**config.mk**
```make
export PLATFORM = sky130hd
export DESIGN_NAME = utf8_to_utf16_decoder_flat
export DESIGN_NICKNAME = d
export VERILOG_FILES = /design/src/utd_pkg.sv /design/src/utd_if.sv /design/src/utd_decode.sv /design/src/utd_res_fifo.sv /design/src/utf8_to_utf16_decoder.sv /design/src/flat_wrapper.sv
export SDC_FILE = /design/constraint.sdc
export NUM_CORES = 1
export LEC_CHECK = 0
export BUFFER_PORTS_ARGS = -buffer_cell sky130_fd_sc_hd__clkbuf_2
export CORE_MARGIN = 5
export CORE_UTILIZATION = 30
export CTS_CLUSTER_DIAMETER = 120
export CTS_CLUSTER_SIZE = 28
export DETAILED_ROUTE_END_ITERATION = 8
export PLACE_DENSITY_LB_ADDON = 0.12
export SYNTH_ARGS = -nofsm -noshare
export SYNTH_HDL_FRONTEND = slang
export SYNTH_HIERARCHICAL = 1
export SYNTH_SLANG_ARGS = --single-unit
```
**constraint.sdc**
```tcl
create_clock -name clk -period 6 [get_ports clk]
set_clock_uncertainty 0.1 [all_clocks]
set_input_delay 0 -clock clk [delete_from_list [all_inputs] [get_ports clk]]
set_output_delay 0 -clock clk [all_outputs]
set_load 0.1 [all_outputs]
```
**src/utd_pkg.sv**
```systemverilog
// Shared types and constants for the UTF-8 to UTF-16 decoder.
`timescale 1ns / 1ps

package utd_pkg;

	// Byte range for the one-byte form and lead byte ranges for the two, three and four byte forms.
	localparam logic [7:0] AsciiMin   = 8'h01;
	localparam logic [7:0] AsciiMax   = 8'h7F;
	localparam logic [7:0] Lead2Min   = 8'hC2;
	localparam logic [7:0] Lead2Max   = 8'hDF;
	localparam logic [7:0] Lead3Min   = 8'hE0;
	localparam logic [7:0] Lead3Max   = 8'hEF;
	localparam logic [7:0] Lead4Min   = 8'hF0;
	localparam logic [7:0] Lead4Max   = 8'hF4;

	// Lead bytes that narrow the range of the second byte.
	localparam logic [7:0] LeadE0     = 8'hE0;
	localparam logic [7:0] LeadED     = 8'hED;
	localparam logic [7:0] LeadF0     = 8'hF0;
	localparam logic [7:0] LeadF4     = 8'hF4;
	localparam logic [7:0] AfterE0Min = 8'hA0;
	localparam logic [7:0] AfterEDMax = 8'h9F;
	localparam logic [7:0] AfterF0Min = 8'h90;
	localparam logic [7:0] AfterF4Max = 8'h8F;

	localparam logic [1:0] ContTag    = 2'b10;

	// Code point limits and surrogate bases.
	localparam logic [20:0] BmpMax      = 21'h00FFFF;
	localparam logic [20:0] SupplBase   = 21'h010000;
	localparam logic [15:0] HighSurBase = 16'hD800;
	localparam logic [15:0] LowSurBase  = 16'hDC00;

	// Result buffer depth; one input byte yields at most two results.
	localparam int ResDepth = 4;
	localparam int ResPtrW  = $clog2(ResDepth);
	localparam int ResCntW  = $clog2(ResDepth + 1);

	typedef struct packed {
		logic [20:0] code_accum;
		logic [1:0]  bytes_left;
		logic [7:0]  lead_byte;
		logic        second_pending;
		logic        discarding;
	} dec_state_t;

	typedef struct packed {
		logic [15:0] code_unit;
		logic        error;
		logic        last;
	} result_t;

endpackage

```
**src/utd_if.sv**
```systemverilog
// Handshake interfaces for the byte channel and the code unit channel.
`timescale 1ns / 1ps

interface utd_byte_if;
	logic       valid;
	logic       ready;
	logic [7:0] byte_value;
	logic       last_byte;

	modport source (output valid, output byte_value, output last_byte, input ready);
	modport sink (input valid, input byte_value, input last_byte, output ready);
	modport mon (input valid, input byte_value, input last_byte, input ready);
endinterface

interface utd_unit_if;
	logic        valid;
	logic        ready;
	logic [15:0] code_unit;
	logic        error;
	logic        last;

	modport source (output valid, output code_unit, output error, output last, input ready);
	modport sink (input valid, input code_unit, input error, input last, output ready);
	modport mon (input valid, input code_unit, input error, input last, input ready);
endinterface

```
**src/utd_decode.sv**
```systemverilog
// Single-step UTF-8 decode logic: next state and up to two results per byte.
`timescale 1ns / 1ps

module utd_decode (
	input  utd_pkg::dec_state_t cur,
	input  logic [7:0]          byte_value,
	input  logic                last_byte,
	output utd_pkg::dec_state_t nxt,
	output logic [1:0]          res_cnt,
	output utd_pkg::result_t    res0,
	output utd_pkg::result_t    res1
);
	import utd_pkg::*;

	logic        bad;
	logic        done;
	logic        range_bad;
	logic [20:0] shifted;
	logic [20:0] cp;
	logic [20:0] adj;

	assign shifted = {cur.code_accum[14:0], byte_value[5:0]};

	assign range_bad = (cur.lead_byte == LeadE0 && byte_value < AfterE0Min) ||
	                   (cur.lead_byte == LeadED && byte_value > AfterEDMax) ||
	                   (cur.lead_byte == LeadF0 && byte_value < AfterF0Min) ||
	                   (cur.lead_byte == LeadF4 && byte_value > AfterF4Max);

	always_comb begin
		nxt     = cur;
		bad     = 1'b0;
		done    = 1'b0;
		res_cnt = 2'd0;
		res0    = '0;
		res1    = '0;
		cp      = '0;
		adj     = '0;

		if (!cur.discarding) begin
			if (cur.bytes_left == 2'd0) begin
				if (byte_value >= AsciiMin && byte_value <= AsciiMax) begin
					nxt.code_accum = {13'd0, byte_value};
					done           = 1'b1;
				end else if (byte_value >= Lead2Min && byte_value <= Lead2Max) begin
					nxt.code_accum     = {16'd0, byte_value[4:0]};
					nxt.bytes_left     = 2'd1;
					nxt.lead_byte      = byte_value;
					nxt.second_pending = 1'b0;
				end else if (byte_value >= Lead3Min && byte_value <= Lead3Max) begin
					nxt.code_accum     = {17'd0, byte_value[3:0]};
					nxt.bytes_left     = 2'd2;
					nxt.lead_byte      = byte_value;
					nxt.second_pending = 1'b1;
				end else if (byte_value >= Lead4Min && byte_value <= Lead4Max) begin
					nxt.code_accum     = {18'd0, byte_value[2:0]};
					nxt.bytes_left     = 2'd3;
					nxt.lead_byte      = byte_value;
					nxt.second_pending = 1'b1;
				end else begin
					bad = 1'b1;
				end
			end else begin
				if (byte_value[7:6] != ContTag) begin
					bad = 1'b1;
				end else if (cur.second_pending && range_bad) begin
					bad = 1'b1;
				end else begin
					nxt.second_pending = 1'b0;
					nxt.code_accum     = shifted;
					nxt.bytes_left     = cur.bytes_left - 2'd1;
					done               = (cur.bytes_left == 2'd1);
				end
			end
			// A string that ends inside a sequence is malformed.
			if (!bad && last_byte && !done) begin
				bad = 1'b1;
			end
			if (bad) begin
				nxt.discarding = 1'b1;
			end
		end

		if (nxt.discarding) begin
			if (last_byte) begin
				res_cnt = 2'd1;
				res0    = '{code_unit: 16'd0, error: 1'b1, last: 1'b1};
				nxt     = '0;
			end
		end else begin
			if (done) begin
				cp = nxt.code_accum;
				if (cp <= BmpMax) begin
					res_cnt = 2'd1;
					res0    = '{code_unit: cp[15:0], error: 1'b0, last: last_byte};
				end else begin
					adj     = cp - SupplBase;
					res_cnt = 2'd2;
					res0    = '{code_unit: HighSurBase + {6'd0, adj[19:10]},
					            error: 1'b0, last: 1'b0};
					res1    = '{code_unit: LowSurBase + {6'd0, adj[9:0]},
					            error: 1'b0, last: last_byte};
				end
				nxt.code_accum     = '0;
				nxt.lead_byte      = '0;
				nxt.second_pending = 1'b0;
				nxt.bytes_left     = 2'd0;
			end
			if (last_byte) begin
				nxt = '0;
			end
		end
	end

endmodule

```
**src/utd_res_fifo.sv**
```systemverilog
// Small result queue that takes up to two results a cycle and hands out one.
`timescale 1ns / 1ps

module utd_res_fifo (
	input  logic               clk,
	input  logic               arst_n,
	input  logic [1:0]         push_cnt,
	input  utd_pkg::result_t   push0,
	input  utd_pkg::result_t   push1,
	output logic               room2,
	utd_unit_if.source         units
);
	import utd_pkg::*;

	result_t              mem [ResDepth];
	logic [ResPtrW-1:0]   wr_q;
	logic [ResPtrW-1:0]   rd_q;
	logic [ResCntW-1:0]   cnt_q;
	logic [ResPtrW-1:0]   wr_next;
	logic                 pop;

	assign wr_next = wr_q + ResPtrW'(1);
	assign pop     = units.valid && units.ready;
	assign room2   = (cnt_q <= ResCntW'(ResDepth - 2));

	assign units.valid     = (cnt_q != '0);
	assign units.code_unit = mem[rd_q].code_unit;
	assign units.error     = mem[rd_q].error;
	assign units.last      = mem[rd_q].last;

	always_ff @(posedge clk) begin
		if (push_cnt != 2'd0) begin
			mem[wr_q] <= push0;
		end
		if (push_cnt == 2'd2) begin
			mem[wr_next] <= push1;
		end
	end

	always_ff @(posedge clk or negedge arst_n) begin
		if (!arst_n) begin
			wr_q  <= '0;
			rd_q  <= '0;
			cnt_q <= '0;
		end else begin
			wr_q  <= wr_q + ResPtrW'(push_cnt);
			if (pop) begin
				rd_q <= rd_q + ResPtrW'(1);
			end
			cnt_q <= cnt_q + ResCntW'(push_cnt) - ResCntW'(pop);
		end
	end

endmodule

```
**src/utf8_to_utf16_decoder.sv**
```systemverilog
// Top level of the UTF-8 to UTF-16 decoder.
`timescale 1ns / 1ps

// Usage:
// The bytes channel takes a string one UTF-8 byte per request, with last_byte set on the
// string's final byte. The units channel returns UTF-16 code units, one per request; a
// code point above U+FFFF comes out as a high then a low surrogate in two requests.
// Each string ends with exactly one request that has last set. If the string was
// malformed (NUL, overlong form, surrogate, value above U+10FFFF, bad lead or
// continuation byte, or a sequence cut short), nothing more is sent for it after the
// fault, and its final byte yields one request with error set and code_unit zero. The
// consumer then drops the units it already took for that string.
// An accepted byte is held in the input stage, then decoded and written into the result
// queue, from which its first unit is offered. Throughput is one byte per cycle while
// the queue can take a pair. A surrogate pair comes from a four-byte sequence, so
// even then the output has two units to send per four bytes and never sets the rate
// while the receiver keeps ready high. A four-entry result queue sits behind the
// decoder, so bytes keep flowing while a finished unit waits to be taken. When the
// receiver stalls the queue fills, and bytes.ready drops while a byte is staged and
// fewer than two entries are free. Reset clears the decoder state, the input stage and
// the queue; no request is offered until the first byte arrives.

module utf8_to_utf16_decoder (
	input  logic       clk,
	input  logic       arst_n,
	utd_byte_if.sink   bytes,
	utd_unit_if.source units
);
	import utd_pkg::*;

	// Input stage.
	logic       valid_s1;
	logic [7:0] byte_s1;
	logic       last_s1;

	// Decoder state carried between bytes of a string.
	dec_state_t state_q;
	dec_state_t state_next;

	logic [1:0] res_cnt;
	result_t    res0;
	result_t    res1;
	logic       room2;
	logic       advance;

	// The staged byte moves into the decoder when the queue can take a pair.
	assign advance     = valid_s1 && room2;
	assign bytes.ready = !valid_s1 || room2;

	always_ff @(posedge clk or negedge arst_n) begin
		if (!arst_n) begin
			valid_s1 <= 1'b0;
		end else if (bytes.valid && bytes.ready) begin
			valid_s1 <= 1'b1;
		end else if (advance) begin
			valid_s1 <= 1'b0;
		end
	end

	always_ff @(posedge clk) begin
		if (bytes.valid && bytes.ready) begin
			byte_s1 <= bytes.byte_value;
			last_s1 <= bytes.last_byte;
		end
	end

	always_ff @(posedge clk or negedge arst_n) begin
		if (!arst_n) begin
			state_q <= '0;
		end else if (advance) begin
			state_q <= state_next;
		end
	end

	utd_decode u_decode (
		.cur        (state_q),
		.byte_value (byte_s1),
		.last_byte  (last_s1),
		.nxt        (state_next),
		.res_cnt    (res_cnt),
		.res0       (res0),
		.res1       (res1)
	);

	utd_res_fifo u_fifo (
		.clk      (clk),
		.arst_n   (arst_n),
		.push_cnt (advance ? res_cnt : 2'd0),
		.push0    (res0),
		.push1    (res1),
		.room2    (room2),
		.units    (units)
	);

endmodule

```
**src/flat_wrapper.sv**
```systemverilog
// flat-port wrapper written by rule: the top's interface ports become plain ports
module utf8_to_utf16_decoder_flat import utd_pkg::*;
  (clk, arst_n, bytes_valid, bytes_byte_value, bytes_last_byte, bytes_ready, units_valid, units_code_unit, units_error, units_last, units_ready);
  utd_byte_if bytes_i ();
  utd_unit_if units_i ();
  input  logic clk;
  input  logic arst_n;
  input wire logic [$bits(bytes_i.valid)-1:0] bytes_valid;
  input wire logic [$bits(bytes_i.byte_value)-1:0] bytes_byte_value;
  input wire logic [$bits(bytes_i.last_byte)-1:0] bytes_last_byte;
  output wire logic [$bits(bytes_i.ready)-1:0] bytes_ready;
  output wire logic [$bits(units_i.valid)-1:0] units_valid;
  output wire logic [$bits(units_i.code_unit)-1:0] units_code_unit;
  output wire logic [$bits(units_i.error)-1:0] units_error;
  output wire logic [$bits(units_i.last)-1:0] units_last;
  input wire logic [$bits(units_i.ready)-1:0] units_ready;
  assign bytes_i.valid = bytes_valid;
  assign bytes_i.byte_value = bytes_byte_value;
  assign bytes_i.last_byte = bytes_last_byte;
  assign bytes_ready = bytes_i.ready;
  assign units_valid = units_i.valid;
  assign units_code_unit = units_i.code_unit;
  assign units_error = units_i.error;
  assign units_last = units_i.last;
  assign units_i.ready = units_ready;
  utf8_to_utf16_decoder u_core (.clk(clk), .arst_n(arst_n), .bytes(bytes_i), .units(units_i));
endmodule
```
==> results of run 1 <==
[synth_stat cells, types with 4 or more instances]
cell / count
buf_6: 7
o211ai_1: 6
nand2_1: 23
clkbuf_1: 14
a32oi_1: 5
o31a_1: 5
buf_4: 10
mux4_2: 18
or3_1: 5
mux2i_1: 10
dfrtp_1: 41
ha_1: 7
mux2_1: 4
mux2_2: 66
nand2b_1: 5
inv_1: 13
edfxtp_1: 81
nor3_2: 8
xnor2_1: 6
mux2_4: 42
buf_2: 10
a21oi_1: 20
o21ai_0: 11
a22oi_1: 12
nor2_1: 66
and2_1: 5
nor3_1: 13
and3_1: 4
[cell type report]
class | instances | area (um^2)
multi-input cells | 407 | 3630
well taps | 324 | 405
repair buffers | 71 | 546
clock buffers | 18 | 429
fillers | 2395 | 15600
inverters | 14 | 52.6
flip-flops and latches | 122 | 3460
clock inverters | 14 | 206
[state kept, by name, indices dropped and copies added, names as in the netlist]
name	cells
u_core/u_fifo/mem	72
u_core/state_q	33
u_core/byte_s1	8
u_core/u_fifo/cnt_q	3
u_core/u_fifo/rd_q	2
u_core/u_fifo/wr_q	2
u_core/last_s1	1
u_core/valid_s1	1
[metrics by stage]
step                      worst slack, ns  utilization  instance area (um^2)  std cells
after floorplan                     0.269            -                  7400        587
after global placement              0.648        0.328                  7970        926
after detailed placement            0.578        0.328                  7970        926
after CTS                           0.505        0.359                  8730        970
after global routing                0.226        0.359                  8730        970
final                               0.565        0.359                  8730        970
[cells in the final DEF (no fill, tap or decap), types with 3 or more instances in the layout]
cell / synthesis / layout
ha_1: 7 / 7
inv_1: 13 / 13
inv_6: 0 / 6
a21oi_1: 20 / 20
nor3_1: 13 / 13
a22oi_1: 12 / 12
mux2_2: 66 / 66
nor3_2: 8 / 8
dfrtp_1: 41 / 41
o21ai_0: 11 / 11
or3_1: 5 / 5
clkbuf_16: 0 / 17
a32oi_1: 5 / 5
mux2_1: 4 / 4
o21a_1: 3 / 3
a211oi_1: 3 / 3
edfxtp_1: 81 / 81
and3_1: 4 / 4
nor2b_1: 3 / 3
nand2_1: 23 / 23
o31ai_2: 2 / 3
nand2b_1: 5 / 5
xor2_1: 3 / 3
nor2_1: 66 / 66
buf_4: 10 / 22
dlygate4sd3_1: 0 / 12
o211ai_1: 6 / 6
bufinv_16: 0 / 4
xnor2_1: 6 / 6
mux2_4: 42 / 42
and2_1: 5 / 5
clkbuf_2: 1 / 32
o31a_1: 5 / 5
mux2i_1: 10 / 10
clkinv_4: 0 / 3
mux4_2: 18 / 18
buf_12: 0 / 5
nand3_1: 3 / 3
[power breakdown]
group / internal, mW / switching [mW] / total [mW]
registers: 1.10 / 0.169 / 1.27
logic: 0.626 / 1.41 / 2.03
clock network: 0.705 / 0.425 / 1.13
total: 2.43 / 2.00 / 4.43
[worst max-delay path, stage by stage (launching register included)]
cell and delay, ns:
dfrtp_1 0.43, inv_1 0.07, ha_1 0.29, nor3_1 0.33, o31a_1 0.70, a21oi_1 0.14, and2_0 0.29, or4b_1 0.56
or4_4 0.57, mux2_4 0.32, nor2_1 0.13, and3_2 0.30, inv_1 0.06, ha_1 0.27, inv_1 0.05, fa_1 0.43
xnor2_1 0.18, xnor2_1 0.13
[cell families (layout without fill, tap and decap cells)]
kind of cell    count (synthesis)  count (layout)  synth area share
fa+ha+maj                       8               8            0.0145
xor+xnor                        9               9            0.0107
simple gates                  155             155             0.112
flops                         122             122             0.468
compound gates                 93              93            0.0898
mux                           140             140             0.260
buf+inv                        58             117            0.0450
other cells                     1               2          0.000507
[repair_timing]
| item | 4_1_cts | 5_1_grt |
|---|---|---|
| hold buffers | 12 | 0 |
| endpoints found under the hold margin | 53 | 0 |
| endpoints found under the setup margin | 0 | 0 |
[worst paths after layout]
| path | start | end | cells after the start |
|---|---|---|---|
| max | u_core/state_q[10]$_DFFE_PN0P_ | u_core/u_fifo/cnt_q[2]$_DFF_PN0_ | 17 |
| min | arst_n | u_core/u_fifo/cnt_q[1]$_DFF_PN0_ | 3 |
| max reg2reg | u_core/state_q[10]$_DFFE_PN0P_ | u_core/u_fifo/cnt_q[2]$_DFF_PN0_ | 17 |
| min reg2reg | u_core/state_q[29]$_DFFE_PN0P_ | u_core/state_q[29]$_DFFE_PN0P_ | 1 |
| max in group asynchronous | arst_n | u_core/state_q[17]$_DFFE_PN0P_ | 3 |
| min in group clk | bytes_byte_value[0] | u_core/byte_s1[0]$_DFFE_PP_ | 2 |
[metal layers]
metal,vias up,track usage,share of wire
met4,0,0.0434,0.017
li1,2324,-,-
met5,-,0,0
met1,2523,0.184,0.45
met3,21,0.0284,0.027
met2,80,0.247,0.50
==> metrics.md, run 1 <==
| Metric | Value |
|---|---|
| Final setup violation count | 0 |
| IO buf count | 32 |
| CP required | 6.24 ns |
| Max FO, Critical Path | 19 |
| Tcrit/Tclk final | 0.906 |
| MaxCap Viol Count | 0 |
| Vias | 4948 |
| Number of global-route vias before repair | 5307 |
| Worst Setup End Kind | register |
| PostCTS Resize Cnt | 0 |
| Reg clk slew, reported paths | 0.06 ns |
| Core box area | 0.0243 mm^2 |
| Peak Freq | 0.184 GHz |
| Unrepaired setup endpoints after global routing | no |
| DR WL/cell | 20.3 um |
| Root buf cell | clkbuf_16 |
| Tot GR Track Use | 0.144 |
| Post-synth top area cell | edfxtp_1 |
| Total setup buffers inserted after CTS | 0 |
| Area contributors post-synth | edfxtp_1 33%, dfrtp_1 14%, mux2_2 10% |
| Worst R2R Setup Slack | 0.57 ns |
| Die Y | 167 um |
| Number of synthesized flops with an enable pin | 81 |
| TritonCTS buffer count | 17 |
| Fin. Hold Viols | 0 |
| Setup CP Type | register to register |
| Site Rows | 57 |
| Remaining Overflow, GRT | 0 |
| Ys async rst share | 0.336 |
| HPWL Detailed | 13200 um |
| Detail Route Antenna Nets | 0 |
| Worst skew pair latency | 0.42 ns |
| Clock Path Buffers | 2 |
| Hold Crit Class | primary input to async pin |
| Post-Synthesis Cell Area | 0.00740 mm^2 |
| DR pass1 iterations | 4 |
| # H-tree levels | 4 |
| Post-Route WL | 19700 um |
| Syn avg cell area | 12.6 um^2 |
| Final nets | 654 |
| Most used flip-flop cell after synthesis | edfxtp_1 |
| DR vias/cell | 5.10 |
| Yosys top cell area share | 0.329 |
| Synth Warn # | 6 |
| Area grow syn2layout | 18.0% |
| Syn Inst Count | 586 |
| Layout cells sized above 1 | 0.370 |
| LEAKAGE | 3.36 nW |
| Initial DRC count | 264 |
| DRC viols | 0 |
| Crit path time final | 5.43 ns |
| Boundary pin count | 33 |
| CTS tree | built |
| First-pass GRT wire length | 31300 um |
| Hold slack | 0.0983 ns |
| Setup total negative slack | 0 ns |
| Placer Congestion | 0.895 |
| Fin. max-slew vios | 0 |
| CP Data Arrival Time | 5.68 ns |
| Initial antenna violation count | 0 |
| Die Wd | 167 um |
| Maximum vdd drop | 0.219 mV |
| # diodes | 0 |
| Largest net degree at the start of global routing | 42 |
| Seq/Total Area, Yosys | 0.468 |
| Outcome | finished clean |
| Clk sinks | 122 |
| Synth cell types | 73 |
| Initial Utilization | 0.304 |
| PwrDens | 508 mW/mm^2 |
| Final Power | 4.43 mW |
| Synth Register Bits | 122 |
| Slew @ Worst Pin | 1.26 ns |
| Max-slew headroom | 0.151 |
| Startpoint types | register |
| Die Area | 0.0279 mm^2 |
No activity file was read; power rests on OpenSTA's default activity.
==> run 2: changes to the inputs <==
--- a/config.mk
+++ b/config.mk
@@ -6,12 +6,15 @@
 export NUM_CORES = 1
 export LEC_CHECK = 0
 export BUFFER_PORTS_ARGS = -buffer_cell sky130_fd_sc_hd__clkbuf_2
+export CELL_PAD_IN_SITES_DETAIL_PLACEMENT = 1
+export CELL_PAD_IN_SITES_GLOBAL_PLACEMENT = 1
 export CORE_MARGIN = 5
 export CORE_UTILIZATION = 30
 export CTS_CLUSTER_DIAMETER = 120
 export CTS_CLUSTER_SIZE = 28
 export DETAILED_ROUTE_END_ITERATION = 8
 export PLACE_DENSITY_LB_ADDON = 0.12
+export SKIP_LAST_GASP = 1
 export SYNTH_ARGS = -nofsm -noshare
 export SYNTH_HDL_FRONTEND = slang
 export SYNTH_HIERARCHICAL = 1
==> run 2 against run 1 <==
  * Fmax fell by 2.1%
  * Hold slack got worse by 0.012 ns
  * First-iteration DRC count fell by 19%
  * Routed wire length rose by 3.9%
  * Global-route usage rose by 0.66 points
  * Sequential share of layout area rose by 0.19 points
  * Clock power fell by 6%
  * Critical endpoint unchanged
==> metrics.md, run 2 (synthesis results as in run 1) <==
| Metric | Value |
|---|---|
| Hold Crit Class | primary input to async pin |
| Post-placement cell area | 0.00797 mm^2 (about the same) |
| Die Wd | 167 um (unchanged) |
| Regs by FF count | u_core/u_fifo/mem (72), u_core/state_q (33), u_core/byte_s1 (8) |
| Die Area | 0.0279 mm^2 (unchanged) |
| Post-Route WL | 20500 um (+3.9%) |
| First-pass GRT wire length | 32600 um (+4.1%) |
| Sw Ratio | 0.457 (+0.00532) |
| Root buf cell | clkbuf_16 |
| Initial antenna violation count | 0 (unchanged) |
| DR pass1 iterations | 4 (unchanged) |
| Clk pwr share | 0.242 (-0.013) |
| Final nets | 654 (unchanged) |
| Maximum vdd drop | 0.263 mV (+20%) |
| Outcome | finished clean |
| Startpoint types | register |
| Detail Route Antenna Nets | 0 (unchanged) |
| TritonCTS buffer count | 17 (unchanged) |
| DR vias/cell | 5.05 (-0.95%) |
| Clock Path Buffers | 2 (unchanged) |
| Worst skew pair latency | 0.42 ns (about the same) |
| Most frequent cells in the layout | 81 x edfxtp_1, 66 x mux2_2, 66 x nor2_1 |
| MaxCap Viol Count | 0 (unchanged) |
| Hold slack | 0.0863 ns (-0.0119 ns) |
| PostCTS Resize Cnt | 0 (unchanged) |
| Worst Setup End Kind | register |
| Post-cts hold buffer count | 12 (unchanged) |
| CTS tree | built |
| Commonest non-fill, non-tap cell in the layout | edfxtp_1 |
| DR WL/cell | 21.1 um (+4.0%) |
| Design area | 0.00869 mm^2 (-0.43%) |
| Placer Congestion | 0.855 (-4.5%) |
| CP required | 6.24 ns (about the same) |
| IO buf count | 32 (unchanged) |
| Setup total negative slack | 0 ns (unchanged) |
| Remaining Overflow, GRT | 0 (unchanged) |
| # H-tree levels | 4 (unchanged) |
| Tcrit/Tclk final | 0.925 (+0.0192) |
| Slew @ Worst Pin | 0.990 ns (-0.274 ns) |
| CP Cell Sequence | a21oi_1 > xor2_1 > a31oi_1 > o21ai_2 > a22oi_1 > or4_1 > or4_4 > mux2_4 > nor2_1 > and3_2 > inv_1 > ha_1 > inv_1 > fa_1 > xnor2_1 > xnor2_1 |
| Setup CP Type | register to register |
| Site Rows | 57 (unchanged) |
| Crit path time final | 5.55 ns (+0.115 ns) |
| DRC viols | 0 (unchanged) |
| Largest net degree at the start of global routing | 42 (unchanged) |
| Fin. max-slew vios | 0 (unchanged) |
| Unrepaired setup endpoints after global routing | no |
| PwrDens | 504 mW/mm^2 (-0.72%) |
| HPWL Detailed | 13800 um (+5.2%) |
| Max-slew headroom | 0.340 (+0.189) |
| Number of global-route vias before repair | 5431 (+2.3%) |
| Clk sinks | 122 (unchanged) |
| Peak Freq | 0.180 GHz (-2.1%) |
| CP Data Arrival Time | 5.79 ns (+0.11 ns) |
| Die Y | 167 um (unchanged) |
| Layout cells sized above 1 | 0.372 (+0.00212) |
| Initial DRC count | 213 (-19%) |
| Max FO, Critical Path | 14 (-5) |
| Fin. Hold Viols | 0 (unchanged) |
| Area grow syn2layout | 17.5% |
| Total setup buffers inserted after CTS | 0 (unchanged) |
| Tot GR Track Use | 0.151 (+0.00658) |
| Placed insts | 926 (unchanged) |
| Gate power share | 0.458 (about the same) |
| Fin cells | 969 (-0.10%) |
| Switching Power | 2.00 mW (about the same) |
| Max FFs per register | 72 (unchanged) |
| Core box area | 0.0243 mm^2 (unchanged) |
| # diodes | 0 (unchanged) |
| Reg clk slew, reported paths | 0.06 ns (about the same) |
| Vias | 4896 (-1.1%) |
| Reg power frac | 0.300 (+0.014) |
| LEAKAGE | 3.34 nW (-0.65%) |
| Initial Utilization | 0.304 (unchanged) |
| Reg with most FFs | u_core/u_fifo/mem |
| Worst stage delay on the critical path | 0.63 ns (-0.07 ns) |
| Fin util | 0.357 (-0.00154) |
| Final setup violation count | 0 (unchanged) |
| Crit-path slowest cell | or4_1 |
| Pint | 2.38 mW (-2.1%) |
| Boundary pin count | 33 (unchanged) |
## run 2: cell types whose count changed in the layout (fill, tap and decap cells not counted)
cell,delta
bufinv_16,-1
clkbuf_1,-1
clkinv_2,+3
clkinv_4,-1
clkinvlp_4,+2
dfrtp_1,-1
dfrtp_2,+1
inv_6,-3
## run 2: metal layers
layer	global-route usage	up-vias	part of all wire
met5	0	-	0
met4	0.0452	0	0.012
met2	0.252	69	0.50
met3	0.0230	17	0.021
met1	0.202	2502	0.47
li1	-	2308	-
## run 2: area by class of cell
cell class	instances	area (um^2)
fillers	2562	15600
multi-input cells	407	3630
flip-flops and latches	122	3460
repair buffers	71	546
clock buffers	17	425
well taps	324	405
clock inverters	14	171
inverters	14	52.6
## run 2: critical path, delay by kind of cell (launching register included)
| kind | cells | cell delay [ns] |
|---|---|---|
| AND/OR/NAND/NOR | 4 | 1.63 |
| AO/OA/AOI/OAI | 4 | 1.46 |
| adder cells (fa/ha/maj) | 2 | 0.70 |
| XOR/XNOR | 3 | 0.58 |
| flip-flops | 1 | 0.54 |
| multiplexers | 1 | 0.32 |
| buffers and inverters | 2 | 0.12 |
## run 2: stage by stage
stage          setup WS, ns  power (mW)
5_1_grt              0.0624        4.61
3_5_place_dp          0.453        3.36
3_3_place_gp          0.590        3.33
4_1_cts               0.411        4.44
6_report              0.450        4.38
2_1_floorplan         0.269        2.88
## run 2: final timing paths
| check | start | end | slack (ns) | depth (start not counted) |
|---|---|---|---|---|
| max | u_core/byte_s1[5]$_DFFE_PP_ | u_core/u_fifo/cnt_q[2]$_DFF_PN0_ | 0.45 | 16 |
| min | arst_n | u_core/state_q[2]$_DFFE_PN0P_ | 0.09 | 3 |
| max reg2reg | u_core/byte_s1[5]$_DFFE_PP_ | u_core/u_fifo/cnt_q[2]$_DFF_PN0_ | 0.45 | 16 |
| min reg2reg | u_core/state_q[29]$_DFFE_PN0P_ | u_core/state_q[29]$_DFFE_PN0P_ | 0.42 | 1 |
| max in group asynchronous | arst_n | u_core/u_fifo/rd_q[0]$_DFFE_PN0P_ | 5.26 | 3 |
| min in group clk | bytes_byte_value[5] | u_core/byte_s1[5]$_DFFE_PP_ | 0.19 | 2 |
## run 2: power by group through the flow
stage	Combinational (mW)	Sequential [mW]	Clock, mW
after floorplan	1.69	1.19	0
after global placement	2.00	1.34	0
after detailed placement	2.02	1.34	0
after CTS	2.03	1.33	1.09
after global routing	2.14	1.35	1.12
final	2.01	1.32	1.06
